File: src/hw/rtl/lttc_pkg.sv
// Package with constants, types and tables for the lidar time-to-collision brake.
package lttc_pkg;

    localparam int MAX_BEAMS_DEF    = 1024;
    localparam int CORDIC_STEPS_DEF = 16;

    localparam int ANG_W   = 19;
    localparam int CORD_W  = 34;
    localparam int ATAN_N  = 24;
    localparam int DIV_W   = 16;
    localparam int DIV_CW  = 4;
    localparam int RK_W    = 26;
    localparam int DEN_W   = 30;

    localparam logic [ANG_W-1:0] TWO_PI_U  = 19'd411775;
    localparam logic [ANG_W-1:0] PI_U      = 19'd205887;
    localparam logic [ANG_W-1:0] HALF_PI_U = 19'd102944;
    localparam logic signed [CORD_W-1:0] GAIN_Q30 = 34'sd652032874;
    localparam logic [15:0] NO_TTC = 16'hFFFF;

    localparam logic [2:0] REG_FORWARD_SPEED = 3'd0;
    localparam logic [2:0] REG_BRAKE_TIME    = 3'd1;
    localparam logic [2:0] REG_REVERSE_SPEED = 3'd2;
    localparam logic [2:0] REG_START_ANGLE   = 3'd3;
    localparam logic [2:0] REG_ANGLE_STEP    = 3'd4;

    localparam logic [14:0] FORWARD_SPEED_RST = 15'd500;
    localparam logic [15:0] BRAKE_TIME_RST    = 16'd1000;
    localparam logic [14:0] REVERSE_SPEED_RST = 15'd2000;
    localparam logic [18:0] START_ANGLE_RST   = 19'h4DBC0;
    localparam logic [15:0] ANGLE_STEP_RST    = 16'd384;

    typedef enum logic [3:0] {
        ST_IDLE,
        ST_PREP,
        ST_CORDIC,
        ST_ROUND,
        ST_MUL,
        ST_DIVCHK,
        ST_DIV,
        ST_UPDATE,
        ST_FINISH
    } state_t;

    function automatic logic signed [CORD_W-1:0] atan_q30(input logic [4:0] idx);
        logic signed [CORD_W-1:0] v;
        case (idx)
            5'd0:    v = 34'sd843314856;
            5'd1:    v = 34'sd497837829;
            5'd2:    v = 34'sd263043836;
            5'd3:    v = 34'sd133525158;
            5'd4:    v = 34'sd67021686;
            5'd5:    v = 34'sd33543515;
            5'd6:    v = 34'sd16775850;
            5'd7:    v = 34'sd8388437;
            5'd8:    v = 34'sd4194282;
            5'd9:    v = 34'sd2097149;
            5'd10:   v = 34'sd1048575;
            5'd11:   v = 34'sd524287;
            5'd12:   v = 34'sd262143;
            5'd13:   v = 34'sd131071;
            5'd14:   v = 34'sd65535;
            5'd15:   v = 34'sd32767;
            5'd16:   v = 34'sd16383;
            5'd17:   v = 34'sd8191;
            5'd18:   v = 34'sd4095;
            5'd19:   v = 34'sd2047;
            5'd20:   v = 34'sd1023;
            5'd21:   v = 34'sd511;
            5'd22:   v = 34'sd255;
            5'd23:   v = 34'sd127;
            default: v = '0;
        endcase
        return v;
    endfunction

endpackage

File: src/hw/rtl/lidar_ttc_emergency_brake.sv
// Top level of the lidar time-to-collision emergency brake.
// Each input beat carries one beam range and a flag that marks the last beam of a scan.
// The beam angle starts at start_angle on the first beam and advances by angle_step.
// A shared CORDIC stage iterates CORDIC_STEPS times to get the beam cosine, then a
// restoring divider of 16 steps forms the time to collision in ms.
// A beam inside the forward window runs through the CORDIC and the divider before the next
// beat can be taken; the divider is skipped when its closing speed is not positive or its
// time to collision saturates. Any other beam skips both, and a last beam adds a result
// step. The block takes no new beam until it is through with the current one.
// Only the last beam of a scan produces a result beat, with the speed command, brake,
// reversing flag and the minimum time to collision of the scan.
// The result sits in an output register; the block takes further beams while it waits.
// If the receiver stalls and a second result is due, the block holds in its final step.
// Reset is synchronous and active low; it restores the register defaults, clears the
// beam count and the reversing mode, and drops the result valid flag.
// Configuration writes take effect at once and must be made while the block is idle.
module lidar_ttc_emergency_brake
    import lttc_pkg::*;
#(
    parameter int MAX_BEAMS    = MAX_BEAMS_DEF,
    parameter int CORDIC_STEPS = CORDIC_STEPS_DEF
) (
    input  logic               aclk,
    input  logic               aresetn,
    input  logic               cfg_wr_en,
    input  logic [2:0]         cfg_index,
    input  logic [18:0]        cfg_wdata,
    input  logic               s_valid,
    output logic               s_ready,
    input  logic [15:0]        s_range_mm,
    input  logic               s_last_beam,
    output logic               m_valid,
    input  logic               m_ready,
    output logic signed [15:0] m_drive_speed,
    output logic               m_brake_active,
    output logic               m_is_reversing,
    output logic [15:0]        m_min_ttc_ms
);

    localparam int CW = $clog2(MAX_BEAMS + 1);
    localparam int IW = $clog2(CORDIC_STEPS);

    state_t state_reg, state_next;

    logic [14:0]       fwd_speed_reg;
    logic [15:0]       brake_time_reg;
    logic [14:0]       rev_speed_reg;
    logic signed [18:0] start_angle_reg;
    logic [15:0]       angle_step_reg;

    logic [ANG_W-1:0]  angle_reg;
    logic [15:0]       min_ttc_reg;
    logic              rev_mode_reg;
    logic [CW-1:0]     beam_count_reg;

    logic [15:0]       range_reg;
    logic              last_reg;
    logic              live_reg;
    logic              hit_reg;
    logic [RK_W-1:0]   rk_reg;
    logic signed [CORD_W-1:0] x_reg, y_reg, z_reg;
    logic [IW-1:0]     iter_reg;
    logic signed [15:0] cos_reg;
    logic [DEN_W-1:0]  denom_reg;
    logic [DEN_W-1:0]  rem_reg;
    logic [DIV_W-1:0]  q_reg;
    logic [DIV_CW-1:0] div_cnt_reg;

    logic              m_valid_reg;
    logic signed [15:0] m_speed_reg;
    logic              m_brake_reg;
    logic              m_rev_reg;
    logic [15:0]       m_min_reg;

    logic              accept;
    logic              out_free;
    logic [ANG_W-1:0]  start_wrapped;
    logic signed [ANG_W:0] a_signed;
    logic              in_window;
    logic signed [CORD_W-1:0] dx, dy, atan_v, x_rnd;
    logic [ANG_W:0]    ang_sum;
    logic [DEN_W:0]    trial;
    logic              trial_ge;
    logic              div_ovf;
    logic              brake_d, rev_d;
    logic signed [15:0] speed_d;

    assign accept   = s_valid && s_ready;
    assign out_free = !m_valid_reg || m_ready;

    assign start_wrapped = start_angle_reg[18]
        ? ANG_W'($signed({1'b0, TWO_PI_U}) + {start_angle_reg[18], start_angle_reg})
        : start_angle_reg;
    assign a_signed  = (angle_reg > PI_U) ? ($signed({1'b0, angle_reg}) - $signed({1'b0, TWO_PI_U}))
                                          : $signed({1'b0, angle_reg});
    assign in_window = (a_signed > -$signed({1'b0, HALF_PI_U}))
                    && (a_signed < $signed({1'b0, HALF_PI_U}));

    assign dx     = y_reg >>> iter_reg;
    assign dy     = x_reg >>> iter_reg;
    assign atan_v = atan_q30(5'(iter_reg));
    assign x_rnd  = (x_reg + 34'sd16384) >>> 15;

    assign ang_sum  = {1'b0, angle_reg} + {4'd0, angle_step_reg};
    assign trial    = {rem_reg, q_reg[DIV_W-1]};
    assign trial_ge = trial >= {1'b0, denom_reg};
    assign div_ovf  = {5'd0, rk_reg[RK_W-1:1]} >= denom_reg;

    always_comb begin
        brake_d = min_ttc_reg < brake_time_reg;
        speed_d = brake_d ? 16'sd0 : $signed({1'b0, fwd_speed_reg});
        rev_d   = rev_mode_reg;
        if (rev_mode_reg) begin
            if (min_ttc_reg > brake_time_reg) begin
                rev_d   = 1'b0;
                speed_d = 16'sd0;
                brake_d = 1'b0;
            end else begin
                speed_d = -$signed({1'b0, rev_speed_reg});
            end
        end else if (brake_d) begin
            rev_d   = 1'b1;
            speed_d = -$signed({1'b0, rev_speed_reg});
        end
    end

    always_comb begin
        state_next = state_reg;
        unique case (state_reg)
            ST_IDLE:   if (s_valid) state_next = ST_PREP;
            ST_PREP:   state_next = (live_reg && in_window) ? ST_CORDIC : ST_UPDATE;
            ST_CORDIC: if (iter_reg == IW'(CORDIC_STEPS - 1)) state_next = ST_ROUND;
            ST_ROUND:  state_next = ST_MUL;
            ST_MUL:    state_next = ST_DIVCHK;
            ST_DIVCHK: state_next = (hit_reg && !div_ovf) ? ST_DIV : ST_UPDATE;
            ST_DIV:    if (div_cnt_reg == DIV_CW'(DIV_W - 1)) state_next = ST_UPDATE;
            ST_UPDATE: state_next = last_reg ? ST_FINISH : ST_IDLE;
            ST_FINISH: if (out_free) state_next = ST_IDLE;
            default:   state_next = ST_IDLE;
        endcase
    end

    always_comb begin
        s_ready        = state_reg == ST_IDLE;
        m_valid        = m_valid_reg;
        m_drive_speed  = m_speed_reg;
        m_brake_active = m_brake_reg;
        m_is_reversing = m_rev_reg;
        m_min_ttc_ms   = m_min_reg;
    end

    always_ff @(posedge aclk) begin
        if (!aresetn) begin
            state_reg       <= ST_IDLE;
            fwd_speed_reg   <= FORWARD_SPEED_RST;
            brake_time_reg  <= BRAKE_TIME_RST;
            rev_speed_reg   <= REVERSE_SPEED_RST;
            start_angle_reg <= START_ANGLE_RST;
            angle_step_reg  <= ANGLE_STEP_RST;
            rev_mode_reg    <= 1'b0;
            beam_count_reg  <= '0;
            m_valid_reg     <= 1'b0;
        end else begin
            state_reg <= state_next;
            if (cfg_wr_en) begin
                unique case (cfg_index)
                    REG_FORWARD_SPEED: fwd_speed_reg   <= cfg_wdata[14:0];
                    REG_BRAKE_TIME:    brake_time_reg  <= cfg_wdata[15:0];
                    REG_REVERSE_SPEED: rev_speed_reg   <= cfg_wdata[14:0];
                    REG_START_ANGLE:   start_angle_reg <= cfg_wdata;
                    REG_ANGLE_STEP:    angle_step_reg  <= cfg_wdata[15:0];
                    default: ;
                endcase
            end
            if (state_reg == ST_UPDATE && live_reg) begin
                beam_count_reg <= beam_count_reg + CW'(1);
            end
            if (state_reg == ST_FINISH && out_free) begin
                m_valid_reg    <= 1'b1;
                rev_mode_reg   <= rev_d;
                beam_count_reg <= '0;
            end else if (m_valid_reg && m_ready) begin
                m_valid_reg <= 1'b0;
            end
        end
    end

    always_ff @(posedge aclk) begin
        case (state_reg)
            ST_IDLE: begin
                if (accept) begin
                    range_reg <= s_range_mm;
                    last_reg  <= s_last_beam;
                    live_reg  <= beam_count_reg < CW'(MAX_BEAMS);
                    if (beam_count_reg == '0) begin
                        angle_reg   <= start_wrapped;
                        min_ttc_reg <= NO_TTC;
                    end
                end
            end
            ST_PREP: begin
                rk_reg   <= RK_W'(range_reg) * RK_W'(1000);
                x_reg    <= GAIN_Q30;
                y_reg    <= '0;
                z_reg    <= CORD_W'(a_signed) <<< 14;
                iter_reg <= '0;
                hit_reg  <= 1'b0;
            end
            ST_CORDIC: begin
                if (!z_reg[CORD_W-1]) begin
                    x_reg <= x_reg - dx;
                    y_reg <= y_reg + dy;
                    z_reg <= z_reg - atan_v;
                end else begin
                    x_reg <= x_reg + dx;
                    y_reg <= y_reg - dy;
                    z_reg <= z_reg + atan_v;
                end
                iter_reg <= iter_reg + IW'(1);
            end
            ST_ROUND: begin
                if (x_rnd > 34'sd32767) begin
                    cos_reg <= 16'sd32767;
                end else if (x_rnd < -34'sd32768) begin
                    cos_reg <= -16'sd32768;
                end else begin
                    cos_reg <= x_rnd[15:0];
                end
            end
            ST_MUL: begin
                denom_reg <= DEN_W'(fwd_speed_reg) * DEN_W'(cos_reg[14:0]);
                hit_reg   <= (cos_reg > 16'sd0) && (fwd_speed_reg != '0);
            end
            ST_DIVCHK: begin
                rem_reg     <= {5'd0, rk_reg[RK_W-1:1]};
                q_reg       <= {rk_reg[0], 15'd0};
                div_cnt_reg <= '0;
                hit_reg     <= hit_reg && !div_ovf;
            end
            ST_DIV: begin
                rem_reg     <= trial_ge ? DEN_W'(trial - {1'b0, denom_reg}) : DEN_W'(trial);
                q_reg       <= {q_reg[DIV_W-2:0], trial_ge};
                div_cnt_reg <= div_cnt_reg + DIV_CW'(1);
            end
            ST_UPDATE: begin
                if (live_reg) begin
                    angle_reg <= (ang_sum >= {1'b0, TWO_PI_U})
                        ? ANG_W'(ang_sum - {1'b0, TWO_PI_U}) : ANG_W'(ang_sum);
                    if (hit_reg && q_reg < min_ttc_reg) begin
                        min_ttc_reg <= q_reg;
                    end
                end
            end
            ST_FINISH: begin
                if (out_free) begin
                    m_speed_reg <= speed_d;
                    m_brake_reg <= brake_d;
                    m_rev_reg   <= rev_d;
                    m_min_reg   <= min_ttc_reg;
                end
            end
            default: ;
        endcase
    end

    a_rev_not_forward: assert property (@(posedge aclk) disable iff (!aresetn)
        m_valid && m_is_reversing |-> m_drive_speed <= 16'sd0)
        else $error("reversing result with a forward speed");

    a_brake_implies_rev: assert property (@(posedge aclk) disable iff (!aresetn)
        m_valid && m_brake_active |-> m_is_reversing)
        else $error("brake result without reversing mode");

    a_count_bound: assert property (@(posedge aclk) disable iff (!aresetn)
        beam_count_reg <= CW'(MAX_BEAMS))
        else $error("beam count beyond its limit");

    a_busy_after_accept: assert property (@(posedge aclk) disable iff (!aresetn)
        s_valid && s_ready |=> !s_ready)
        else $error("ready held after a beat was taken");

endmodule

File: config.mk
export PLATFORM = sky130hd
export DESIGN_NAME = lidar_ttc_emergency_brake
export DESIGN_NICKNAME = d
export VERILOG_FILES = /design/src/hw/rtl/lttc_pkg.sv /design/src/hw/rtl/lidar_ttc_emergency_brake.sv
export SDC_FILE = /design/constraint.sdc
export NUM_CORES = 2
export LEC_CHECK = 0
export BUFFER_PORTS_ARGS = -buffer_cell sky130_fd_sc_hd__buf_2
export CORE_ASPECT_RATIO = 1.2
export CORE_MARGIN = 1
export CORE_UTILIZATION = 30
export DETAILED_ROUTE_END_ITERATION = 8
export GPL_TIMING_DRIVEN = 0
export PLACE_DENSITY = 0.56
export SLEW_MARGIN = 10
export SYNTH_ARGS = -nofsm -noshare
export SYNTH_HDL_FRONTEND = slang
export SYNTH_SLANG_ARGS = --single-unit
File: constraint.sdc
create_clock -name aclk -period 12.2 [get_ports aclk]
set_input_delay 1.22 -clock aclk [delete_from_list [all_inputs] [get_ports aclk]]
set_output_delay 1.22 -clock aclk [all_outputs]
set_load 0.02 [all_outputs]
; ---- Word level (Yosys, flattened, before mapping)
; Memory sizes are Yosys's and may differ from the RTL's. A register that Yosys moved wholly into a read port is not among the register bits.
; Cells that the tools add are included.
[word_totals]
in_bits = 44
mem_bits_ro = 480
output_inout_bits = 36
memories = 1
elab_cells = 162
reg_bits = 411
[memory_table]
columns = memory, depth, word_bits, rd, rd_ports_with_merged_regs, wr, line_no
row1 = (no name shown), 16, 30, 1, 1, 0, lttc_pkg.sv:47  ; case (idx)
[classes]
magnitude_cmp = 13
bitwise_logic = 1
muxes = 44
reduce_logical = 32
shift = 2
n_addsub = 16
n_eq_ne = 22
mul = 2
[ops]
columns = operator, n
row1 = one-hot mux 34 bit (2 select lines), 3
row2 = 2-to-1 mux 16 bit, 8
row3 = adder 34 bit, 3
row4 = 2-to-1 mux 34 bit, 3
row5 = subtractor 34 bit, 3
row6 = 2-to-1 mux 19 bit, 5
row7 = >>> shifter 34 x 4 -> 34 bit, 2
row8 = one-hot mux 16 bit (2 select lines), 2
row9 = one-hot mux 30 bit (2 select lines), 1
row10 = one-hot mux 19 bit (2 select lines), 1
row11 = one-hot mux 4 bit (9 select lines), 1
row12 = "adder 34 x 16 -> 34 bit, second input constant", 1
row13 = < comparator 16 bit, 2
row14 = >= comparator 31 x 30 -> 1 bit, 1
row15 = >= comparator 25 x 30 -> 1 bit, 1
row16 = multiplier 15 x 15 -> 30 bit, 1
row17 = 2-to-1 mux 30 bit, 1
row18 = subtractor 30 bit, 1
row19 = 2-to-1 mux 4 bit, 6
row20 = "multiplier 16 x 7 -> 23 bit, second input constant", 1
row21 = adder 19 x 16 -> 20 bit, 1
row22 = ">= comparator 20 x 19 -> 1 bit, second input constant", 1
row23 = "> comparator 20 x 18 -> 1 bit, second input constant", 1
row24 = "< comparator 20 x 18 -> 1 bit, second input constant", 1
row25 = 40 further kinds, 81

; ---- Logic depth before layout (Yosys ltp)
[depth]
ltp_word = 7
mapped_depth = 27
depth_no_buf = 25

; ---- Least setup slack after synthesis
; No wires, ideal clock.
[synth_timing]
path_kind = reg-to-reg
startpoint = reg cos_reg[4]
endpoint = reg denom_reg[23], data pin
arrival_time_ps = 5860
required_ps = 11942
n_path_buf = 1
setup_ps = 258
path_stages_with_launch = 25
synth_period_minus_slack_ps = 6118
path_slack_ps = 6082
cell_sequence = edfxtp_1 > buf_1 > and2_1 > fa_1 > inv_1 > fa_1 > inv_1 > fa_1 > inv_1 > fa_1 > inv_1 > fa_1 > inv_1 > fa_1 > inv_1 > ha_1 > or2_2 > o211ai_1 > o211ai_1 > a211oi_1 > o21bai_1 > a31oi_1 > o21bai_1 > a21oi_1 > xnor2_1
[synth_between]
elab_chain_len = 1
[synth_rtl]
columns = element, line_no
row1 = from (decl), lidar_ttc_emergency_brake.sv:63  ; logic signed [15:0] cos_reg;
row2 = from (signal assigned), lidar_ttc_emergency_brake.sv:225  ; cos_reg <= -16'sd32768;
row3 = from (signal assigned), lidar_ttc_emergency_brake.sv:227  ; cos_reg <= x_rnd[15:0];
row4 = multiplier 15 x 15 -> 30 bit, lidar_ttc_emergency_brake.sv:231  ; denom_reg <= DEN_W'(fwd_speed_reg) * DEN_W'(cos_reg[14:0]);
row5 = to (signal assigned), lidar_ttc_emergency_brake.sv:231
row6 = to (decl), lidar_ttc_emergency_brake.sv:64  ; logic [DEN_W-1:0] denom_reg;
; No other way between the ends.
; A chain may end at the register's enable or synchronous reset.

; ---- Worst setup path after layout
[layout_timing]
startpoint = reg iter_reg[2]
endpoint = reg x_reg[30], data pin
[layout_between]
elab_chain_len = 4
elab_cells_between_ends = 5
cone_classes = add/sub (2) / shift (1) / mux (2)
[layout_rtl]
columns = element, line_no
row1 = from (decl), lidar_ttc_emergency_brake.sv:62  ; logic [IW-1:0] iter_reg;
row2 = from (signal assigned), lidar_ttc_emergency_brake.sv:219  ; iter_reg <= iter_reg + IW'(1);
row3 = >>> shifter 34 x 4 -> 34 bit *, lidar_ttc_emergency_brake.sv:99  ; assign dx = y_reg >>> iter_reg;
row4 = subtractor 34 bit / adder 34 bit (equally long branches), "lidar_ttc_emergency_brake.sv:211, lidar_ttc_emergency_brake.sv:215"
row5 = 2-to-1 mux 34 bit *, lidar_ttc_emergency_brake.sv:210  ; if (!z_reg[CORD_W-1]) begin
row6 = one-hot mux 34 bit (2 select lines) *, lidar_ttc_emergency_brake.sv:189  ; case (state_reg)
row7 = to (signal assigned), lidar_ttc_emergency_brake.sv:211  ; x_reg <= x_reg - dx;
row8 = to (signal assigned), lidar_ttc_emergency_brake.sv:215  ; x_reg <= x_reg + dx;
row9 = to (decl), lidar_ttc_emergency_brake.sv:61  ; logic signed [CORD_W-1:0] x_reg, y_reg, z_reg;
; Mark *: on every way between the ends. The rest lies on a longest branch, timed or not.

==> metrics.cfg <==
[worst_hold_path]
hold_depth=2
whs_endpoint=brake_time_reg[15]$_SDFFE_PN0P_
min_from=brake_time_reg[15]$_SDFFE_PN0P_
hold_class=reg2reg

[clock_network]
numClockSinks=440
clk_root_buffer_cell=clkbuf_16
cts_setup_buffers=0
path_clk_slew_ps=70
cts_tree=yes
htree_levels=2
insertion_delay_ps=640
ctsResizeCount=0
cts_max_path_buffers=3
hold_buffers=0
numCtsBuffers=48

[synth]
synth.distinct_cells=95
syn_inst=4540
async_flop_share=0
post_synth.cell_area_avg_sq_um=9.29
synth-seq-cells=440
seq_area_frac_synth=0.283
syn_nets=5176
synth_flop_cell=edfxtp_1
yosysWarningCount=0
syn_area_sq_mm=0.0422
synth_edf_count=313

[sta]
final_hold_viol_count=0
rsz0062_at_grt=no
tightest_slew_ps=1180
fmax_ghz=0.125
setup_viol=0
finalCriticalPeriod_ps=7970
tns_ps=0
timing.slew.headroom=0.211
period_share=0.653
fin_skew_ps=47.9
finalMaxSlewViolations=0

[route]
drt_wl_total_microns=131000
drc_errors=0
m1WireLength_microns=53500
drt_iter0_markers=2141
dr_wl_met2_microns=64800
wl_met3_microns=5680
top_layer_used=met5
vias=34200
routedWlPerCell_microns=19.9
routed_via_density=5.22
dr.pass1.iters=7
detail-route-antenna-nets=0

[global_route]
antenna_found_initial=11
grt_pass1_wl_microns=201000
grt_pass1_vias=34500
overflow=0
grt_use_total=0.183
grt_start_max_net_pins=72

[floorplan]
die_h_microns=413
die_area_sq_mm=0.142
die_x_microns=344
num_io_pins=80
core_sq_mm=0.139
initial_utilization=0.302
row_count=150

[cells_and_area]
nFillCells=14400
syn2layout_area_growth_pct=10.9
nNetsFinal=5316
seq_area_sq_mm=0.0119
final_common_cell=nand2_1
drive_above_1_share=0.0710
multi_input_area_sq_mm=0.0281
mostFrequentLayoutCells=507 x nand2_1, 373 x inv_1, 366 x ha_1

[outcome]
outcome=finished clean

[critical_path]
reg2reg_slack_ps=4230
cp-start-kind=register
slowest_stage=or4b_2
worstPathCellList=clkbuf_1 > clkbuf_1 > buf_2 > buf_2 > buf_1 > clkbuf_1 > o21ai_0 > ha_1 > nor2_1 > xnor2_1 > ha_1 > a211oi_1 > o21ai_0 > a2111o_1 > a31oi_1 > o21ai_0 > a211o_1 > nor3_1 > o31ai_1 > a21oi_1 > or4b_2 > nand3_1
cp_max_fo=10
rr_endpoint=x_reg[30]$_SDFFCE_PN0N_
arrival_ps=8460
end_kind=register
r2r_cells=22
path_delay_family=buffers and inverters
cp_num_buf_inv=6
crit_required_ps=12690
reg2reg_from=iter_reg[2]$_DFFE_PN_
worstSetupPathType=reg2reg
critPathMaxStageDelay_ps=650

[placement]
dp_hpwl_microns=104000
gp_congestion=0.963
port_buffers=79

[job]
max_cap_viol_count=0

-- layer usage --
metal,vias up,GRT usage
met5,-,0
met1,16700,0.217
met4,6,0.0864
met3,273,0.0236
met2,845,0.324
li1,16300,-
-- worst min-delay path, delay by kind of cell (launching register included) --
family             cells  cell delay [ps]
AOI/OAI and AO/OA      1               60
DFF                    1              310
and+or+nand+nor        1               50
-- area by class of cell --
| type | instances | area share |
|---|---|---|
| Antenna cell | 2 | 0.000107 |
| Timing Repair Buffer | 90 | 0.0121 |
| Tap cell | 1824 | 0.0488 |
| Inverter | 374 | 0.0301 |
| Clock buffer | 63 | 0.0298 |
| Clock inverter | 26 | 0.00645 |
| Sequential cell | 440 | 0.255 |
| Buffer | 195 | 0.0172 |
| Multi-Input combinational cell | 3531 | 0.600 |
-- per-stage QoR --
step                cell area, sq um  cells  setup WS [ps]  utilization  hold slack (ps)
floorplan                      42200   4540           6080            -              443
global placement               44900   6443           2280        0.322              455
detailed placement             45100   6454           4350        0.323              461
CTS                            46800   6543           4300        0.335              470
global route                   46800   6544           3750        0.335              484
finish                         46800   6545           4230        0.335              468
-- cells in the mapped netlist, types with 30 or more instances --
cell / count / area share
a31oi_1: 58 / 0.0086
nand3_1: 95 / 0.011
o21ai_0: 204 / 0.024
or3_1: 48 / 0.0071
o21a_1: 52 / 0.0093
fa_1: 226 / 0.11
a21oi_1: 256 / 0.030
clkbuf_1: 154 / 0.014
a21o_1: 100 / 0.018
dfxtp_1: 127 / 0.060
and3_1: 42 / 0.0062
inv_1: 374 / 0.033
mux2_2: 40 / 0.011
nor3_1: 91 / 0.011
edfxtp_1: 313 / 0.22
a21boi_0: 61 / 0.011
mux2i_1: 50 / 0.012
mux4_2: 54 / 0.029
and2_1: 174 / 0.026
nor2b_1: 30 / 0.0044
ha_1: 366 / 0.11
xor2_1: 145 / 0.030
a211oi_1: 34 / 0.0061
nand2b_1: 46 / 0.0068
xnor2_1: 176 / 0.037
nor2_1: 313 / 0.028
nand2_1: 507 / 0.045
-- how the worst max path moves through the flow --
stage          depth (start not counted)                      start  slack (ps)                       to
2_1_floorplan                         24   cos_reg[4]$_SDFFCE_PN1P_        6080  denom_reg[23]$_DFFE_PP_
3_3_place_gp                           8  state_reg[0]$_SDFFE_PN0P_        2280    atan_v[12]$_SDFF_PP1_
3_5_place_dp                          25      iter_reg[2]$_DFFE_PN_        4350  x_reg[29]$_SDFFCE_PN1N_
4_1_cts                               25      iter_reg[2]$_DFFE_PN_        4300  x_reg[29]$_SDFFCE_PN1N_
5_1_grt                               25      iter_reg[2]$_DFFE_PN_        3750  x_reg[29]$_SDFFCE_PN1N_
6_report                              22      iter_reg[2]$_DFFE_PN_        4230  x_reg[30]$_SDFFCE_PN0N_
-- cells by family (layout without fill, tap and decap cells) --
logic type,Yosys count,after routing,synth area share
compound gates,985,985,0.151
buf+inv,569,748,0.0524
xor+xnor,321,321,0.0667
mux,166,166,0.0651
simple gates,1467,1467,0.166
flops,440,440,0.283
other cells,0,2,0
fa+ha+maj,592,592,0.216
Power is left out: the tool's default activity adds up to more than one toggle a clock period on the data nets, which glitch-free logic cannot reach.
